===== config.mk =====
export PLATFORM = sky130hd
export DESIGN_NAME = crosspoint_matrix_controller
export DESIGN_NICKNAME = d
export VERILOG_FILES = /design/src/rtl/cpx_pkg.sv /design/src/rtl/cpx_ctrl.sv /design/src/rtl/cpx_datapath.sv /design/src/rtl/crosspoint_matrix_controller.sv
export SDC_FILE = /design/constraint.sdc
export NUM_CORES = 1
export LEC_CHECK = 0
export BUFFER_PORTS_ARGS = -buffer_cell sky130_fd_sc_hd__clkbuf_2
export CORE_ASPECT_RATIO = 2
export CORE_MARGIN = 10
export CORE_UTILIZATION = 59
export DETAILED_ROUTE_END_ITERATION = 7
export HOLD_SLACK_MARGIN = 0.06
export PLACE_DENSITY = 0.8
export SYNTH_ARGS = -nofsm -noshare
export SYNTH_HDL_FRONTEND = slang
export SYNTH_SLANG_ARGS = --single-unit

===== constraint.sdc =====
create_clock -name i_clk -period 4.2 [get_ports i_clk]
set_input_delay 0.84 -clock i_clk [delete_from_list [all_inputs] [get_ports i_clk]]
set_output_delay 0.84 -clock i_clk [all_outputs]
set_load 0.01 [all_outputs]

===== src/rtl/cpx_pkg.sv =====
// Shared types, command and error codes, and the diagonal order table.
package cpx_pkg;

    localparam int MAP_W     = 64;
    localparam int MAP_IDX_W = 6;

    localparam logic [1:0] CMD_SET    = 2'd0;
    localparam logic [1:0] CMD_RESET  = 2'd1;
    localparam logic [1:0] CMD_STATUS = 2'd2;

    localparam logic [1:0] ERR_OK    = 2'd0;
    localparam logic [1:0] ERR_ARG   = 2'd1;
    localparam logic [1:0] ERR_FIXED = 2'd2;

    localparam logic [1:0] SRC_IN   = 2'd0;
    localparam logic [1:0] SRC_SCAN = 2'd1;
    localparam logic [1:0] SRC_DIAG = 2'd2;

    localparam logic [3:0] GUARD_LINES = 4'd4;

    typedef struct packed {
        logic       load_in;
        logic       emit;
        logic       last;
        logic [1:0] src;
        logic       scan_step;
        logic       diag_step;
    } t_ctrl_cmd;

    typedef struct packed {
        logic fixed_reset;
        logic cell_hit;
        logic scan_done;
        logic diag_done;
        logic out_free;
    } t_dp_status;

    function automatic logic [1:0] diag_line(input logic [1:0] i);
        logic [1:0] d;
        case (i)
            2'd0: d = 2'd2;
            2'd1: d = 2'd1;
            2'd2: d = 2'd0;
            2'd3: d = 2'd3;
            default: d = 2'd0;
        endcase
        return d;
    endfunction

endpackage


===== src/rtl/cpx_ctrl.sv =====
// Controller state machine that sequences requests through the datapath.
module cpx_ctrl (
    input  logic                  i_clk,
    input  logic                  i_rst_n,
    input  logic                  i_in_valid,
    output logic                  o_in_stall,
    input  cpx_pkg::t_dp_status   i_status,
    output cpx_pkg::t_ctrl_cmd    o_cmd
);
    import cpx_pkg::*;

    localparam logic [1:0] S_IDLE = 2'd0;
    localparam logic [1:0] S_EXEC = 2'd1;
    localparam logic [1:0] S_SCAN = 2'd2;
    localparam logic [1:0] S_DIAG = 2'd3;

    logic [1:0] r_state;
    logic [1:0] n_state;

    always_comb begin
        n_state = r_state;
        o_cmd   = '0;
        o_cmd.src = SRC_IN;
        case (r_state)
            S_IDLE: begin
                if (i_in_valid) begin
                    o_cmd.load_in = 1'b1;
                    n_state = S_EXEC;
                end
            end
            S_EXEC: begin
                if (i_status.fixed_reset) begin
                    n_state = S_SCAN;
                end else if (i_status.out_free) begin
                    o_cmd.emit = 1'b1;
                    o_cmd.last = 1'b1;
                    n_state = S_IDLE;
                end
            end
            S_SCAN: begin
                o_cmd.src = SRC_SCAN;
                if (!i_status.cell_hit || i_status.out_free) begin
                    o_cmd.emit      = i_status.cell_hit;
                    o_cmd.scan_step = 1'b1;
                    if (i_status.scan_done) begin
                        n_state = S_DIAG;
                    end
                end
            end
            S_DIAG: begin
                o_cmd.src = SRC_DIAG;
                if (i_status.out_free) begin
                    o_cmd.emit      = 1'b1;
                    o_cmd.last      = i_status.diag_done;
                    o_cmd.diag_step = 1'b1;
                    if (i_status.diag_done) begin
                        n_state = S_IDLE;
                    end
                end
            end
            default: begin
                n_state = S_IDLE;
            end
        endcase
    end

    always_ff @(posedge i_clk) begin
        if (!i_rst_n) begin
            r_state <= S_IDLE;
        end else begin
            r_state <= n_state;
        end
    end

    assign o_in_stall = (r_state != S_IDLE);

endmodule


===== src/rtl/cpx_datapath.sv =====
// Datapath: request latch, scan counters, switch map, set logic and result register.
module cpx_datapath #(
    parameter int X_LINES = 8,
    parameter int Y_LINES = 8
) (
    input  logic                  i_clk,
    input  logic                  i_rst_n,
    input  logic                  i_cfg_we,
    input  logic                  i_cfg_wdata,
    input  logic [1:0]            i_cmd,
    input  logic [3:0]            i_col,
    input  logic [3:0]            i_row,
    input  logic                  i_close_switch,
    input  cpx_pkg::t_ctrl_cmd    i_ctrl,
    output cpx_pkg::t_dp_status   o_status,
    input  logic                  i_out_stall,
    output logic                  o_out_valid,
    output logic                  o_frame_valid,
    output logic                  o_reset_pulse,
    output logic [6:0]            o_chip_address,
    output logic                  o_data_bit,
    output logic [1:0]            o_error_code,
    output logic [63:0]           o_status_map,
    output logic                  o_last
);
    import cpx_pkg::*;

    localparam int XW = (X_LINES > 1) ? $clog2(X_LINES) : 1;
    localparam int YW = (Y_LINES > 1) ? $clog2(Y_LINES) : 1;

    logic             r_mode;
    logic [MAP_W-1:0] r_map;
    logic [1:0]       r_cmd;
    logic [3:0]       r_col;
    logic [3:0]       r_row;
    logic             r_close;
    logic [XW-1:0]    r_sx;
    logic [YW-1:0]    r_sy;
    logic [1:0]       r_dcnt;

    logic             r_out_valid;
    logic             r_out_frame;
    logic             r_out_pulse;
    logic [6:0]       r_out_addr;
    logic             r_out_data;
    logic [1:0]       r_out_err;
    logic [MAP_W-1:0] r_out_map;
    logic             r_out_last;

    logic [3:0]           sx;
    logic [3:0]           sy;
    logic                 sc;
    logic [MAP_IDX_W-1:0] set_idx;
    logic [MAP_IDX_W-1:0] scan_idx;
    logic             forbid;
    logic             range_bad;
    logic             set_ok;
    logic             x_hi;
    logic [3:0]       x_lo;
    logic [6:0]       set_addr;

    logic             res_frame;
    logic             res_pulse;
    logic [6:0]       res_addr;
    logic             res_data;
    logic [1:0]       res_err;
    logic [MAP_W-1:0] n_map;

    always_comb begin
        case (i_ctrl.src)
            SRC_SCAN: begin
                sx = 4'(r_sx);
                sy = 4'(r_sy);
                sc = 1'b0;
            end
            SRC_DIAG: begin
                sx = {2'b00, diag_line(r_dcnt)};
                sy = {2'b00, diag_line(r_dcnt)};
                sc = 1'b1;
            end
            default: begin
                sx = r_col;
                sy = r_row;
                sc = r_close;
            end
        endcase
    end

    assign forbid = r_mode && (sx < GUARD_LINES) &&
                    (((sx == sy) && !sc) || ((sx != sy) && sc));
    assign range_bad = (sx >= 4'(X_LINES)) || (sy >= 4'(Y_LINES));
    assign set_ok    = !forbid && !range_bad;
    assign set_idx   = MAP_IDX_W'(8'(sy) * 8'(X_LINES) + 8'(sx));

    assign x_hi = (sx >= 4'd6);
    assign x_lo = x_hi ? (sx - 4'd6) : sx;
    assign set_addr = (sy < 4'd4) ? {sy[1:0], 1'b0, sx} : {1'b0, x_hi, 2'b11, x_lo[2:0]};

    always_comb begin
        res_frame = 1'b0;
        res_pulse = 1'b0;
        res_addr  = '0;
        res_data  = 1'b0;
        res_err   = ERR_OK;
        n_map     = r_map;
        if (i_ctrl.src != SRC_IN || r_cmd == CMD_SET) begin
            if (forbid) begin
                res_err = ERR_FIXED;
            end else if (range_bad) begin
                res_err = ERR_ARG;
            end else begin
                res_frame = 1'b1;
                res_addr  = set_addr;
                res_data  = sc;
                n_map[set_idx] = sc;
            end
        end else begin
            case (r_cmd)
                CMD_RESET: begin
                    res_pulse = 1'b1;
                    n_map     = '0;
                end
                CMD_STATUS: begin
                    res_err = ERR_OK;
                end
                default: begin
                    res_err = ERR_ARG;
                end
            endcase
        end
    end

    assign scan_idx = MAP_IDX_W'(8'(r_sy) * 8'(X_LINES) + 8'(r_sx));

    assign o_status.fixed_reset = (r_cmd == CMD_RESET) && r_mode;
    assign o_status.cell_hit    = r_map[scan_idx] &&
                                  !((4'(r_sx) < GUARD_LINES) && (4'(r_sx) == 4'(r_sy)));
    assign o_status.scan_done   = (r_sx == XW'(X_LINES - 1)) && (r_sy == YW'(Y_LINES - 1));
    assign o_status.diag_done   = (r_dcnt == 2'd3);
    assign o_status.out_free    = !r_out_valid || !i_out_stall;

    always_ff @(posedge i_clk) begin
        if (!i_rst_n) begin
            r_mode      <= 1'b0;
            r_map       <= '0;
            r_out_valid <= 1'b0;
            r_sx        <= '0;
            r_sy        <= '0;
            r_dcnt      <= '0;
        end else begin
            if (i_cfg_we) begin
                r_mode <= i_cfg_wdata;
            end
            if (i_ctrl.emit) begin
                r_map       <= n_map;
                r_out_valid <= 1'b1;
            end else if (!i_out_stall) begin
                r_out_valid <= 1'b0;
            end
            if (i_ctrl.load_in) begin
                r_sx   <= '0;
                r_sy   <= '0;
                r_dcnt <= '0;
            end else begin
                if (i_ctrl.scan_step) begin
                    if (r_sx == XW'(X_LINES - 1)) begin
                        r_sx <= '0;
                        r_sy <= r_sy + 1'b1;
                    end else begin
                        r_sx <= r_sx + 1'b1;
                    end
                end
                if (i_ctrl.diag_step) begin
                    r_dcnt <= r_dcnt + 1'b1;
                end
            end
        end
    end

    always_ff @(posedge i_clk) begin
        if (i_ctrl.load_in) begin
            r_cmd   <= i_cmd;
            r_col   <= i_col;
            r_row   <= i_row;
            r_close <= i_close_switch;
        end
        if (i_ctrl.emit) begin
            r_out_frame <= res_frame;
            r_out_pulse <= res_pulse;
            r_out_addr  <= res_addr;
            r_out_data  <= res_data;
            r_out_err   <= res_err;
            r_out_map   <= n_map;
            r_out_last  <= i_ctrl.last;
        end
    end

    assign o_out_valid    = r_out_valid;
    assign o_frame_valid  = r_out_frame;
    assign o_reset_pulse  = r_out_pulse;
    assign o_chip_address = r_out_addr;
    assign o_data_bit     = r_out_data;
    assign o_error_code   = r_out_err;
    assign o_status_map   = r_out_map;
    assign o_last         = r_out_last;

`ifndef NO_ASSERTIONS
    a_no_overwrite: assert property (@(posedge i_clk) disable iff (!i_rst_n)
        (r_out_valid && i_out_stall) |-> !i_ctrl.emit)
        else $error("Result register overwritten while stalled.");

    a_pulse_clears_map: assert property (@(posedge i_clk) disable iff (!i_rst_n)
        (r_out_valid && r_out_pulse) |-> (r_out_map == '0))
        else $error("Reset pulse result carries a nonempty map.");

    a_error_no_frame: assert property (@(posedge i_clk) disable iff (!i_rst_n)
        (r_out_valid && (r_out_err != ERR_OK)) |-> !r_out_frame)
        else $error("Frame sent with an error code.");

    a_load_alone: assert property (@(posedge i_clk) disable iff (!i_rst_n)
        i_ctrl.load_in |-> !(i_ctrl.emit || i_ctrl.scan_step || i_ctrl.diag_step))
        else $error("Request loaded while work is in progress.");
`endif

endmodule


===== src/rtl/crosspoint_matrix_controller.sv =====
// Top level of the crosspoint switch matrix controller.
//
//   Channel  Direction  Handshake                Payload
//   in       input      i_in_valid / o_in_stall  i_cmd, i_col, i_row, i_close_switch
//   out      output     o_out_valid / i_out_stall  frame, pulse, address, data, error, map, last
//   cfg      input      i_cfg_we                 i_cfg_wdata
//
// A set, status read or plain reset request is accepted in S_IDLE and then loads its result
// register from S_EXEC. A fixed-mode reset scans the map one crosspoint per cycle, holding on a
// closed cell while the output is stalled, and then closes the four guard diagonal crosspoints.
// An output stall holds the controller until the result register frees up; a new request is
// accepted as soon as the last result is loaded. Reset clears the map and the mode register.
module crosspoint_matrix_controller #(
    parameter int X_LINES = 8,
    parameter int Y_LINES = 8
) (
    input  logic        i_clk,
    input  logic        i_rst_n,
    input  logic        i_cfg_we,
    input  logic        i_cfg_wdata,
    input  logic        i_in_valid,
    output logic        o_in_stall,
    input  logic [1:0]  i_cmd,
    input  logic [3:0]  i_col,
    input  logic [3:0]  i_row,
    input  logic        i_close_switch,
    output logic        o_out_valid,
    input  logic        i_out_stall,
    output logic        o_frame_valid,
    output logic        o_reset_pulse,
    output logic [6:0]  o_chip_address,
    output logic        o_data_bit,
    output logic [1:0]  o_error_code,
    output logic [63:0] o_status_map,
    output logic        o_last
);
    import cpx_pkg::*;

    t_ctrl_cmd  ctrl_cmd;
    t_dp_status dp_status;

    cpx_ctrl u_ctrl (
        .i_clk      (i_clk),
        .i_rst_n    (i_rst_n),
        .i_in_valid (i_in_valid),
        .o_in_stall (o_in_stall),
        .i_status   (dp_status),
        .o_cmd      (ctrl_cmd)
    );

    cpx_datapath #(
        .X_LINES (X_LINES),
        .Y_LINES (Y_LINES)
    ) u_datapath (
        .i_clk          (i_clk),
        .i_rst_n        (i_rst_n),
        .i_cfg_we       (i_cfg_we),
        .i_cfg_wdata    (i_cfg_wdata),
        .i_cmd          (i_cmd),
        .i_col          (i_col),
        .i_row          (i_row),
        .i_close_switch (i_close_switch),
        .i_ctrl         (ctrl_cmd),
        .o_status       (dp_status),
        .i_out_stall    (i_out_stall),
        .o_out_valid    (o_out_valid),
        .o_frame_valid  (o_frame_valid),
        .o_reset_pulse  (o_reset_pulse),
        .o_chip_address (o_chip_address),
        .o_data_bit     (o_data_bit),
        .o_error_code   (o_error_code),
        .o_status_map   (o_status_map),
        .o_last         (o_last)
    );

endmodule


After elaboration in Yosys (flattened, before gate mapping)
Index checks and enable logic that the tools add are counted.
W data, S select, Z words.
Word-level totals
  input port bits: 17
  word-level logic and storage cells: 135
  flip-flop bits (word level): 164
Operators by class
  bitwise operators: 3
  reductions and logical operators: 31
  order comparisons: 9
  mux-type cells: 45
  equality and inequality tests: 22
  add/sub/neg operators: 6
Operators with widths (number)
  $mux W64: 4
  $bwmux W64: 1
  $mux W2: 12
  $pmux W2 S4: 2
  $pmux W4 S2: 2
  $mux W1: 15
  $lt A6 B7 Y1 const B: 2
  $eq A2 B2 Y1 const B: 6
  $logic_and A1 B1 Y1: 9
  $eq A2 B1 Y1 const B: 4
  $ge A4 B4 Y1 const B: 2
  $lt A4 B3 Y1 const B: 2
  $ne A2 B1 Y1 const B: 4
  $add A3 B1 Y3 const B: 2
  $add A6 B3 Y6: 1
  $add A6 B4 Y6: 1
  $bmux W1 S6: 1
  $demux W1 S6: 1
  $eq A3 B3 Y1 const B: 2
  $ge A6 B1 Y1 const B: 1
  $logic_not A2 Y1: 3
  $mux W3: 2
  $mux W6: 1
  $reduce_and A6 Y1: 1
  20 further kinds: 35

Depth between registers and ports, before layout
Gate-level depths: netlist (run 1).
  word-level depth: 13
  mapped depth: 14
  mapped depth without buffers: 13

By module
A second synthesis (run 1) with hierarchy kept.
Second synthesis, totals
  cell total of the unflattened synthesis: 894
  area total of the unflattened synthesis: 9390.3 um^2
By module, submodules not included
  cpx_datapath: area an instance 9208.8 um^2, cells each 866, times used 1
  cpx_ctrl: area an instance 181.4 um^2, cells each 28, times used 1

Worst setup path after synthesis (run 1)
OpenSTA, ideal clock, no wires.
  path kind: register to register
  start point: reg u_datapath.r_sy[0]
  end point: reg u_datapath.r_out_addr[0], in the netlist u_datapath.o_chip_address[0], enable pin
  buffers on the path: 3
  library setup time: 0.403 ns
  slack: 0.895 ns
  cell stages (with the launch flop): 10
  required time: 3.797 ns
  arrival time: 2.901 ns
  clock period less this slack: 3.305 ns
  cells stage by stage: dfxtp_1 -> buf_2 -> and2_1 -> a22o_1 -> a221oi_1 -> o31a_1 -> a32oi_2 -> a21boi_2 -> buf_2 -> buf_2
RTL lines
  start: declaration: line cpx_datapath.sv:38  | logic [YW-1:0] r_sy;
  start signal: assignment: line cpx_datapath.sv:168  | r_sy <= r_sy + 1'b1;
  end signal: assignment: line cpx_datapath.sv:190  | r_out_addr <= res_addr;
  end: declaration: line cpx_datapath.sv:44  | logic [6:0] r_out_addr;

Worst setup path in the final report (run 1)
  start point: reg u_ctrl.r_state[0]
  end point: reg u_datapath.r_map[16]
Between the ends
  longest elaborated chain between the ends: 13
  elaborated cells on any way between the ends: 34
  classes of those cells: add/sub (1); order compare (5); eq/ne (7); mux (11); reduce/logical (10)
Ends and longest elaborated chain
  start: declaration: line cpx_ctrl.sv:17  | logic [1:0] r_state;
  start signal: assignment: line cpx_ctrl.sv:71  | r_state <= n_state;
  $eq A2 B2 Y1: line cpx_ctrl.sv:24  | case (r_state)
  $pmux W2 S2 (*): line cpx_ctrl.sv:24
  $eq A2 B2 Y1 or $eq A2 B1 Y1 (tied branches): line cpx_datapath.sv:70  | case (i_ctrl.src)
  $pmux W4 S2: line cpx_datapath.sv:70
  $add A6 B4 Y6: line cpx_datapath.sv:93  | assign set_idx = MAP_IDX_W'(8'(sy) * 8'(X_LINES) + 8'(sx));
  $lt A6 B7 Y1 (implied by the code) or $ge A6 B1 Y1 (tied branches): line cpx_datapath.sv:115  | n_map[set_idx] = sc;
  $logic_and A1 B1 Y1 (implied by the code): line cpx_datapath.sv:115
  $mux W1 (implied by the code): line cpx_datapath.sv:115
  $demux W1 S6
  $bwmux W64: line cpx_datapath.sv:115
  $mux W64: line cpx_datapath.sv:109  | end else if (range_bad) begin
  $mux W64: line cpx_datapath.sv:107  | if (forbid) begin
  $mux W64 (*): line cpx_datapath.sv:106  | if (i_ctrl.src != SRC_IN || r_cmd == CMD_SET) begin
  net u_datapath.n_map[16]: line cpx_datapath.sv:67  | logic [MAP_W-1:0] n_map;
  end signal: assignment: line cpx_datapath.sv:155  | r_map <= n_map;
  end: declaration: line cpx_datapath.sv:32  | logic [MAP_W-1:0] r_map;
Mark *: on every way through the listed nets, which the timed path passes. The rest lies on a longest branch.
A chain may end at the register's enable or synchronous reset.

==> metrics.md, run 1 <==
| Metric | Value |
|---|---|
| CP arrival | 4.23 ns |
| Most frequent cells in the layout | nand2_1 (96), clkbuf_2 (94), edfxtp_1 (88) |
| IO Count | 96 |
| # Post-CTS Setup Buffers | 0 |
| Hold Fails Final Rpt | 0 |
| Core area | 13890 um2 |
| Cts hold-fix bufs | 0 |
| Pwr Density | 379.7 nW/um2 |
| Share of layout cells above drive strength 1 | 17.62% |
| Htree depth | 4 |
| R2R depth | 11 |
| Clock Skews | between 0.01 and 0.015 ns |
| Post-synth top flop | edfxtp_1 |
| Worst slew pin tran | 1.046 ns |
| Synth Area per Inst | 9.785 um2 |
| Syn nets | about 890 |
| WP data required | about 4.5 ns |
| Hold Path End | u_datapath.r_map[4] |
| FMAX | 0.2563 GHz |
| Capturing point of the worst reg2reg path | u_datapath.r_map[16] |
| Total congestion overflow | 0 |
| Layout Cells excl Fill | 1131 |
| Port Buffers | 95 |
| Pleak | 3.499 nW |
| Setup-failing EPs final | 0 |
| Peak VDD IR | 322.7 uV |
| Nets | 961 |
| CTS tree | built |
| Flop2flop setup slack | 0.30 ns |
| Total global-route track usage | between 20% and 30% |
| Initial antenna violation count | 0 |
| Initial Util | around three fifths |
| First-pass GRT wire length | 37200 um |
| Antenna cells | 0 |
| Place WS | 0.4547 ns |
| Crit path time final | 3.902 ns |
| DRT antenna net count | 0 |
| Vias in the first global route | 7120 |
| Cells after Synth | 853 |
| DRC Markers | 0 |
| Setup Total Neg Slack | 0 ns |
| Hold_sp | u_datapath.r_map[4] |
| Max-slew headroom | 29.80% |
| Layout area overhead | 14.26% |
| #FFs+latches synth | 164 |
| Via count | 7295 |
| Die W | about 100 um |
| Startpoint Class | flip-flop |
| Crit path capture type | flip-flop |
| Die height | roughly 190 um |
| Core Rows | 61 |
| Final HPWL DP | about 17000 um |
| Post-route setup slack | 0.2981 ns |
| Setup repair after global routing missed its margin | false |
| Post-cts sizing count | 0 |
| Area after DPL | between 8000 and 9000 um2 |
| Largest net degree at the start of global routing | 79 |
| Tcrit/Tclk final | between 90% and 100% |
| Drt pass-1 iters | 6 |
| Dpl cells | ~1100 |
| Fin. max-slew vios | 0 |
| CP Class | reg2reg |
| Synth Warn # | 0 |
| Fin area | 9537 um2 |
| Distinct cells, synth | 60 |
| Hold depth | 2 |
| Number of vias per cell | 6.450 |
| Clock tree sinks | 164 |
| Sequential area share after synthesis | between 40 and 50% |
| Max cap viols | 0 |
| Worst-skew pair later-pin latency | 0.44 ns |
| Die outline area | 19590 um2 |
| Inserted Clock Buffers | 17 |
| EDFF count, synth | 88 |
| Final GP Congestion | between 0.9 and 1 |
| Crit Path Max Fanout | 17 |
| Clock slew seen by the registers of the worst setup and hold paths | 0.06 ns |
| Async S/R FF share, synth | 0% |
| Mean routed wirelength per cell | about 20 um |
| Synth Cell Area | between 8000 and 9000 um2 |
| Worst R2R Start | u_ctrl.r_state[0] |
| Root Buffer | clkbuf_16 |
| Clock buffer depth | 2 |
| Commonest non-fill, non-tap cell in the layout | nand2_1 |
| Status | completed |
| WL final | ~23000 um |
| DRT iter0 DRCs | 689 |
| Worst Hold Class | reg2reg |
## worst max-delay path by stage
stage	from	to	cells past startpoint	slack, ns
floorplan	u_datapath.r_sy[0]	u_datapath.o_chip_address[0]	9	0.90
CTS	u_ctrl.r_state[0]	u_datapath.r_map[16]	11	0.36
global route	u_ctrl.r_state[0]	u_datapath.r_map[16]	10	0.11
detailed placement	u_ctrl.r_state[0]	u_datapath.r_map[16]	11	0.45
finish	u_ctrl.r_state[0]	u_datapath.r_map[16]	11	0.30
global placement	u_ctrl.r_state[0]	u_datapath.r_map[16]	11	0.47
## worst max-delay path, stage by stage, from the launching register on
cell and delay, ns:
dfxtp_1 0.70, nor3b_2 0.38, o22ai_1 0.26, ha_1 0.27
ha_1 0.18, or3_1 0.40, nand2_1 0.29, nand3_1 0.27
nand2b_1 0.31, o211ai_1 0.20, o21ai_0 0.21, a31o_2 0.31
## registers in the layout, summed over array words and instances (netlist names), 2 cells and up, named ones only
name                       cells
u_datapath.o_chip_address      7
u_datapath.o_error_code        2
u_datapath.o_status_map       64
u_datapath.r_cmd               2
u_datapath.r_col               4
u_datapath.r_dcnt              2
u_datapath.r_map              64
u_datapath.r_row               4
u_datapath.r_sx                3
u_datapath.r_sy                3
## cell usage after synthesis, types with 18 or more instances
library cell / instances / area share (%)
nand2_1: 96 / 4.3
edfxtp_1: 88 / 32
dfxtp_1: 76 / 18
nand3_1: 71 / 4.3
nor2_1: 70 / 3.1
o21ai_1: 40 / 2.4
o21ai_0: 39 / 2.3
clkbuf_1: 32 / 1.4
a21oi_1: 27 / 1.6
mux2i_1: 24 / 2.9
a31o_1: 23 / 2.4
o311ai_0: 20 / 2.1
a21o_1: 18 / 1.6
## power by group
group          switching (mW)  total, mW  leakage, nW  internal, mW
logic                   0.216      0.296         1.79        0.0794
registers              0.0178       1.75         1.43          1.73
clock network           0.644       1.58        0.279         0.932
total                   0.878       3.62         3.50          2.74
## per-layer routing
layer | part of all wire [%] | GRT usage, %
met4 | 5.1 | 14.05
met3 | 7.4 | 5.571
met5 | 0 | 0
met1 | 36 | 24.08
met2 | 52 | 41.94
## area by class of cell
cell class | instances | area (um2)
clock inverter | 13 | 160.2
sequential | 164 | 4164
multi-input combinational | 614 | 3842
timing repair buffer | 114 | 633.1
fill | 1117 | 4354
inverter | 18 | 67.56
clock buffer | 19 | 432.9
tap | 189 | 236.5
## stage by stage
stage / hold slack [ns] / power [mW] / utilization [%]
CTS: 0.4698 / 3.622 / 68.65
finish: 0.4720 / 3.622 / 68.65
global placement: 0.4485 / 2.071 / 64.38
detailed placement: 0.4602 / 2.075 / 64.38
floorplan: 0.4377 / 1.968 / -
global route: 0.4888 / 3.719 / 68.65
## kinds of logic after synthesis
kind of cell             after synthesis  share of synthesized area (%)
adder cells (fa/ha/maj)               15                          2.249
XOR/XNOR                               9                         0.9444
AO/OA/AOI/OAI                        243                          20.12
flip-flops                           164                          49.89
buffers and inverters                 75                          4.167
multiplexers                          33                          5.037
AND/OR/NAND/NOR                      314                          17.60
Note: power is estimated with default switching activity, not from simulation.
==> inputs of run 2 (changes only) <==
==> constraint.sdc (replaced) <==
create_clock -name i_clk -period 3.7 [get_ports i_clk]
set_input_delay 0.37 -clock i_clk [delete_from_list [all_inputs] [get_ports i_clk]]
set_output_delay 0.37 -clock i_clk [all_outputs]
set_load 0.01 [all_outputs]
==> run 2 against run 1 <==
  * Combinational power is 17% higher
  * Routed wire length is 3.3% lower
  * Highest routed layer unchanged
  * Fmax is 17% higher
  * Largest power group unchanged
  * Clock power is 3% higher
  * First-iteration DRC count is 8.6% higher
  * Core utilization hardly changed
  * Sequential power is 13% higher
  * Cell count is 0.53% higher
  * Final area hardly changed
  * Worst setup slack better by 0.056 ns
  * Sequential share of layout area hardly changed
==> metrics.md, run 2 (synthesis results as in run 1) <==
| Metric | Value |
|---|---|
| Nets | 967 (+0.62%) |
| Largest net degree at the start of global routing | 70 (-11%) |
| Worst R2R Start | u_datapath.r_dcnt[1] |
| Port Buffers | 95 (unchanged) |
| Critical Path Start | u_datapath.r_dcnt[1] |
| Pwr Density | 415.1 nW/um2 (+9.3%) |
| Hold_sp | i_col[1] |
| Number of vias per cell | 6.318 (-2.0%) |
| Peak VDD IR | 334.2 uV (+3.6%) |
| Hold Fails Final Rpt | 0 (unchanged) |
| Core area | 13890 um2 (unchanged) |
| Combinational Power Share | 8.7% (+0.5 points) |
| Htree depth | 4 (unchanged) |
| Cts hold-fix bufs | 0 (unchanged) |
| Final HPWL DP | 16010 um (-3.7%) |
| Status | completed |
| Initial Util | 60.09% (unchanged) |
| Drt pass-1 iters | 6 (unchanged) |
| Initial antenna violation count | 0 (unchanged) |
| Most frequent cells in the layout | nand2_1 (96), clkbuf_2 (94), edfxtp_1 (88) |
| Commonest non-fill, non-tap cell in the layout | nand2_1 |
| Max-slew headroom | 43.66% (+14 points) |
| CP arrival | 3.67 ns (-0.56 ns) |
| Sequential Power Share | 50.2% (+1.9 points) |
| Worst-skew pair later-pin latency | 0.44 ns (about the same) |
| Switching power | 1.011 mW (+15%) |
| Post-route setup slack | 0.3542 ns (+0.05608 ns) |
| Total power | 3.956 mW (+9.2%) |
| Kind of cell adding the most delay to the critical path | simple AND/OR/NAND/NOR gates |
| # Post-CTS Setup Buffers | 0 (unchanged) |
| Worst Hold Class | in2reg |
| Mean routed wirelength per cell | 19.84 um (-3.8%) |
| Startpoint Class | flip-flop |
| DRC Markers | 0 (unchanged) |
| Total congestion overflow | 0 (unchanged) |
| Die W | 104.1 um (unchanged) |
| WHS | 0.1101 ns (-0.3619 ns) |
| DRT antenna net count | 0 (unchanged) |
| Layout area overhead | 14.20% (about the same) |
| Fin area | 9532 um2 (about the same) |
| Cells along the critical path | inv_1 -> ha_1 -> nor3b_2 -> o22ai_1 -> ha_1 -> ha_1 -> or3_1 -> nand2_1 -> nand3_1 -> nand2b_1 -> o211ai_1 -> o21ai_0 -> a31o_2 |
| CP Class | reg2reg |
| Setup-failing EPs final | 0 (unchanged) |
| Max cap viols | 0 (unchanged) |
| Clock slew seen by the registers of the worst setup and hold paths | 0.06 ns (about the same) |
| FMAX | 0.2989 GHz (+17%) |
| Total global-route track usage | 22.49% (-0.93 points) |
| Setup repair after global routing missed its margin | false |
| WP buf/inv | 1 (+1) |
| Post-cts sizing count | 0 (unchanged) |
| Core Rows | 61 (unchanged) |
| Die outline area | 19590 um2 (unchanged) |
| Pleak | 3.515 nW (+0.46%) |
| Share of layout cells above drive strength 1 | 18.46% (+0.84 points) |
| Critical Path Max Stage Delay | 0.41 ns (-0.29 ns) |
| Internal Power | 2.945 mW (+7.4%) |
| Inserted Clock Buffers | 17 (unchanged) |
| IO Count | 96 (unchanged) |
| Via count | 7184 (-1.5%) |
| Clock Skews | 0.01161 ns (+0.0005960 ns) |
| Crit Path Max Fanout | 9 (-8) |
| Place WS | 0.3924 ns (-0.06236 ns) |
| # fillers | 1127 (+0.90%) |
| Root Buffer | clkbuf_16 |
| Setup Total Neg Slack | 0 ns (unchanged) |
| First-pass GRT wire length | 35760 um (-3.9%) |
| DRT iter0 DRCs | 748 (+8.6%) |
| Crit path capture type | flip-flop |
| WL final | 22550 um (-3.3%) |
| Final GP Congestion | 0.9782 (+0.25%) |
| Slowest CP cell | or3_1 |
| Tcrit/Tclk final | 90.43% (-2.5 points) |
| Sw Ratio | 25.55% (+1.3 points) |
| CTS tree | built |
| CP dominant cell by count | ha_1 |
| Area after DPL | 8989 um2 (+0.50%) |
| Clock tree sinks | 164 (unchanged) |
| Clock share of power | 41.1% (-2.4 points) |
| Worst slew pin tran | 0.8430 ns (-0.2030 ns) |
| Crit path time final | 3.346 ns (-0.5561 ns) |
| Fin. max-slew vios | 0 (unchanged) |
| WP data required | 4.03 ns (-0.50 ns) |
| Antenna cells | 0 (unchanged) |
| Die height | 188.2 um (unchanged) |
| Vias in the first global route | 7000 (-1.7%) |
| Clock buffer depth | 2 (unchanged) |
[run 2: worst paths after layout]
check | end | slack [ns] | depth (start not counted)
setup / recovery | u_datapath.r_map[14] | 0.35 | 13
hold / removal | u_datapath.r_col[1] | 0.11 | 1
setup reg to reg | u_datapath.r_map[14] | 0.35 | 13
hold reg to reg | u_datapath.r_map[4] | 0.47 | 2
[run 2: layout make-up]
type / instances / area, um2 / share of cell area [%]
Sequential cell: 164 / 4164 / 43.69
Multi-Input combinational cell: 614 / 3842 / 40.31
Clock inverter: 13 / 100.1 / 1.050
Timing Repair Buffer: 120 / 678.2 / 7.115
Tap cell: 189 / 236.5 / 2.481
Clock buffer: 19 / 442.9 / 4.647
Inverter: 18 / 67.56 / 0.7088
[run 2: worst register-to-register path, stage by stage, from the launching register on]
cell	delay (ns)
dfxtp_1	0.35
inv_1	0.07
ha_1	0.19
nor3b_2	0.24
o22ai_1	0.14
ha_1	0.22
ha_1	0.18
or3_1	0.41
nand2_1	0.28
nand3_1	0.23
nand2b_1	0.26
o211ai_1	0.21
o21ai_0	0.18
a31o_2	0.28
[run 2: layer usage]
layer / vias up / wire (um) / track usage [%] / part of all wire (%)
met4: 0 / 1029 / 14.53 / 4.6
met1: 3348 / 8314 / 23.67 / 37
met2: 371 / 11660 / 39.12 / 52
met5: - / 0 / 0 / 0
met3: 85 / 1552 / 5.400 / 6.9
li1: 3380 / - / - / -
[run 2: power by group through the flow]
stage	sequential, mW	clock (mW)	combinational [mW]
finish	1.98	1.63	0.345
global route	1.99	1.71	0.372
CTS	1.98	1.63	0.340
detailed placement	2.02	0	0.338
global placement	2.02	0	0.335
floorplan	2.04	0	0.191
[run 2: metrics by stage]
step,cells,util [%]
after CTS,1137,68.62
after detailed placement,1105,64.71
after global placement,1105,64.71
after global routing,1137,68.62
after floorplan,853,-
final,1137,68.62
==> inputs of run 3 (changes only) <==
--- a/config.mk
+++ b/config.mk
@@ -8,10 +8,11 @@
 export BUFFER_PORTS_ARGS = -buffer_cell sky130_fd_sc_hd__clkbuf_2
 export CORE_ASPECT_RATIO = 2
 export CORE_MARGIN = 10
-export CORE_UTILIZATION = 59
+export CORE_UTILIZATION = 61
+export CTS_BUF_LIST = sky130_fd_sc_hd__clkbuf_4 sky130_fd_sc_hd__clkbuf_8
 export DETAILED_ROUTE_END_ITERATION = 7
 export HOLD_SLACK_MARGIN = 0.06
-export PLACE_DENSITY = 0.8
+export PLACE_DENSITY = 0.83
 export SYNTH_ARGS = -nofsm -noshare
 export SYNTH_HDL_FRONTEND = slang
 export SYNTH_SLANG_ARGS = --single-unit
==> run 3 against run 2 <==
  * Critical path depth unchanged
  * Via count increased by 2.3%
  * Clock skew increased by 0.0070 ns
  * Fmax decreased by 2.0%
  * Sequential power about the same
  * Combinational power increased by 2%
  * Critical path type unchanged
==> metrics.md, run 3 (synthesis results as in run 1) <==
| Metric | Value |
|---|---|
| Flip-flop and latch area | 4164 um2 (unchanged) |
| Dpl cells | 1079 (-2.4%) |
| Pleak | 3.497 nW (-0.51%) |
| Clock buffer depth | 2 (unchanged) |
| Root Buffer | clkbuf_8 |
| Initial antenna violation count | 0 (unchanged) |
| Core Rows | 60 (-1.6%) |
| Mean routed wirelength per cell | 20.43 um (+3.0%) |
| Clock Skews | 0.01862 ns (+0.007014 ns) |
| CTS tree | built |
| Final HPWL DP | 16610 um (+3.8%) |
| Htree depth | 4 (unchanged) |
| Startpoint Class | flip-flop |
| Commonest non-fill, non-tap cell in the layout | nand2_1 |
| Capturing point of the worst reg2reg path | u_datapath.r_map[8] |
| Hold_sp | i_cmd[0] |
| # Post-CTS Setup Buffers | 0 (unchanged) |
| Busiest metal layer after global routing | met2 |
| Hold Fails Final Rpt | 0 (unchanged) |
| Setup Total Neg Slack | 0 ns (unchanged) |
| Clock tree sinks | 164 (unchanged) |
| # fillers | 1056 (-6.3%) |
| Layout area overhead | 13.07% |
| Fin. max-slew vios | 0 (unchanged) |
| WP data required | 4.07 ns (+0.04 ns) |
| Core area | 13440 um2 (-3.3%) |
| Met2 Track Usage GR | 41.61% (+2.5 points) |
| Area of the multi-input gates | 3842 um2 (unchanged) |
| Tcrit/Tclk final | 92.31% (+1.9 points) |
| Share of layout cells above drive strength 1 | 19.25% (+0.79 points) |
| Worst-skew pair later-pin latency | 0.48 ns (+0.04 ns) |
| Die outline area | 19050 um2 (-2.8%) |
| IO Count | 96 (unchanged) |
| Layout Cells excl Fill | 1111 (-2.3%) |
| Worst R2R Start | u_datapath.r_dcnt[1] |
| Via count | 7346 (+2.3%) |
| Peak VDD IR | 301.3 uV (-9.8%) |
| First-pass GRT wire length | 36050 um (+0.81%) |
| Antenna cells | 0 (unchanged) |
| Initial Util | 62.11% (+2.0 points) |
| Total congestion overflow | 0 (unchanged) |
| M3 GR Usage | 4.554% (-0.85 points) |
| Total global-route track usage | 24.36% (+1.9 points) |
| Area after DPL | 9031 um2 (+0.47%) |
| Max-slew headroom | 53.71% (+10 points) |
| Critical Path Sink | u_datapath.r_map[8] |
| Crit path capture type | flip-flop |
| Setup repair after global routing missed its margin | false |
| Die W | 102.7 um (-1.3%) |
| Drt pass-1 iters | 7 (+1) |
| CP Class | reg2reg |
| CP arrival | 3.79 ns (+0.12 ns) |
| Worst Hold Class | in2reg |
| Critical Path Start | u_datapath.r_dcnt[1] |
| R2R depth | 13 (unchanged) |
| Crit path time final | 3.415 ns (+0.06959 ns) |
| Final Util | 70.23% (+1.6 points) |
| Vias in the first global route | 6950 (-0.71%) |
| Port Buffers | 95 (unchanged) |
| Flop2flop setup slack | 0.28 ns (-0.07 ns) |
| Final GP Congestion | 0.9889 (+1.1%) |
| Setup-failing EPs final | 0 (unchanged) |
| Crit Path Max Fanout | 9 (unchanged) |
| Clock slew seen by the registers of the worst setup and hold paths | 0.09 ns (+0.03 ns) |
| DRC Markers | 0 (unchanged) |
| Max cap viols | 0 (unchanged) |
| Largest net degree at the start of global routing | 61 (-13%) |
| Most frequent cells in the layout | nand2_1 (96), clkbuf_2 (94), edfxtp_1 (88) |
| M1 GR Usage | 26.64% (+3.0 points) |
| FMAX | 0.2928 GHz (-2.0%) |
| WL final | 22700 um (+0.66%) |
| Cts hold-fix bufs | 0 (unchanged) |
| DRT iter0 DRCs | 814 (+8.8%) |
| Inserted Clock Buffers | 17 (unchanged) |
| Post-cts sizing count | 0 (unchanged) |
| Number of vias per cell | 6.612 (+4.6%) |
| Fin area | 9438 um2 (-0.98%) |
| Worst slew pin tran | 0.6871 ns (-0.1559 ns) |
| DRT antenna net count | 0 (unchanged) |
| Pwr Density | 390.7 nW/um2 (-5.9%) |
| Die height | 185.4 um (-1.5%) |
| Nets | 975 (+0.83%) |
| Status | completed |
## run 3: power by group
group / internal [mW] / total, mW / switching, mW
clock network: 0.628 / 1.36 / 0.728
logic: 0.104 / 0.352 / 0.248
registers: 1.96 / 1.98 / 0.0183
## run 3: layout make-up
cell class | instances | area share [%]
clock buffers | 18 | 2.559
well taps | 155 | 2.055
multi-input cells | 614 | 40.71
inverters | 18 | 0.7159
flip-flops and latches | 164 | 44.12
repair buffers | 128 | 8.087
clock inverters | 14 | 1.750
## run 3: worst max-delay path: stages (launching register included)
cell	delay, ns
dfxtp_1	0.37
inv_1	0.07
ha_1	0.19
nor3b_2	0.25
o22ai_1	0.19
ha_1	0.22
ha_1	0.18
or3_1	0.40
nand2_1	0.25
nand3_1	0.23
nand2b_1	0.28
o211ai_1	0.21
o21ai_0	0.17
a31o_2	0.29
## run 3: how the worst min path moves through the flow
stage	endpoint	slack, ns	cells after the start
final	u_datapath.r_cmd[0]	0.07	1
after global routing	u_datapath.r_cmd[0]	0.07	1
after CTS	u_datapath.r_col[2]	0.07	1
after global placement	u_datapath.r_map[55]	0.45	2
after detailed placement	u_datapath.r_map[55]	0.46	2
after floorplan	u_datapath.r_map[0]	0.44	2
## run 3: layer usage
| metal | part of all wire [%] | routed length (um) |
|---|---|---|
| met2 | 51 | 11660 |
| met4 | 5.7 | 1301 |
| met3 | 8.1 | 1849 |
| met5 | 0 | 0 |
| met1 | 35 | 7887 |
## run 3: through the flow
| step | hold WS (ns) | total power [mW] | setup WS, ns |
|---|---|---|---|
| after CTS | 0.06869 | 3.690 | 0.2927 |
| after detailed placement | 0.4572 | 2.371 | 0.3603 |
| after global placement | 0.4493 | 2.365 | 0.5545 |
| final | 0.07478 | 3.688 | 0.2846 |
| after global routing | 0.07278 | 3.806 | 0.02967 |
| after floorplan | 0.4377 | 2.234 | 0.3951 |
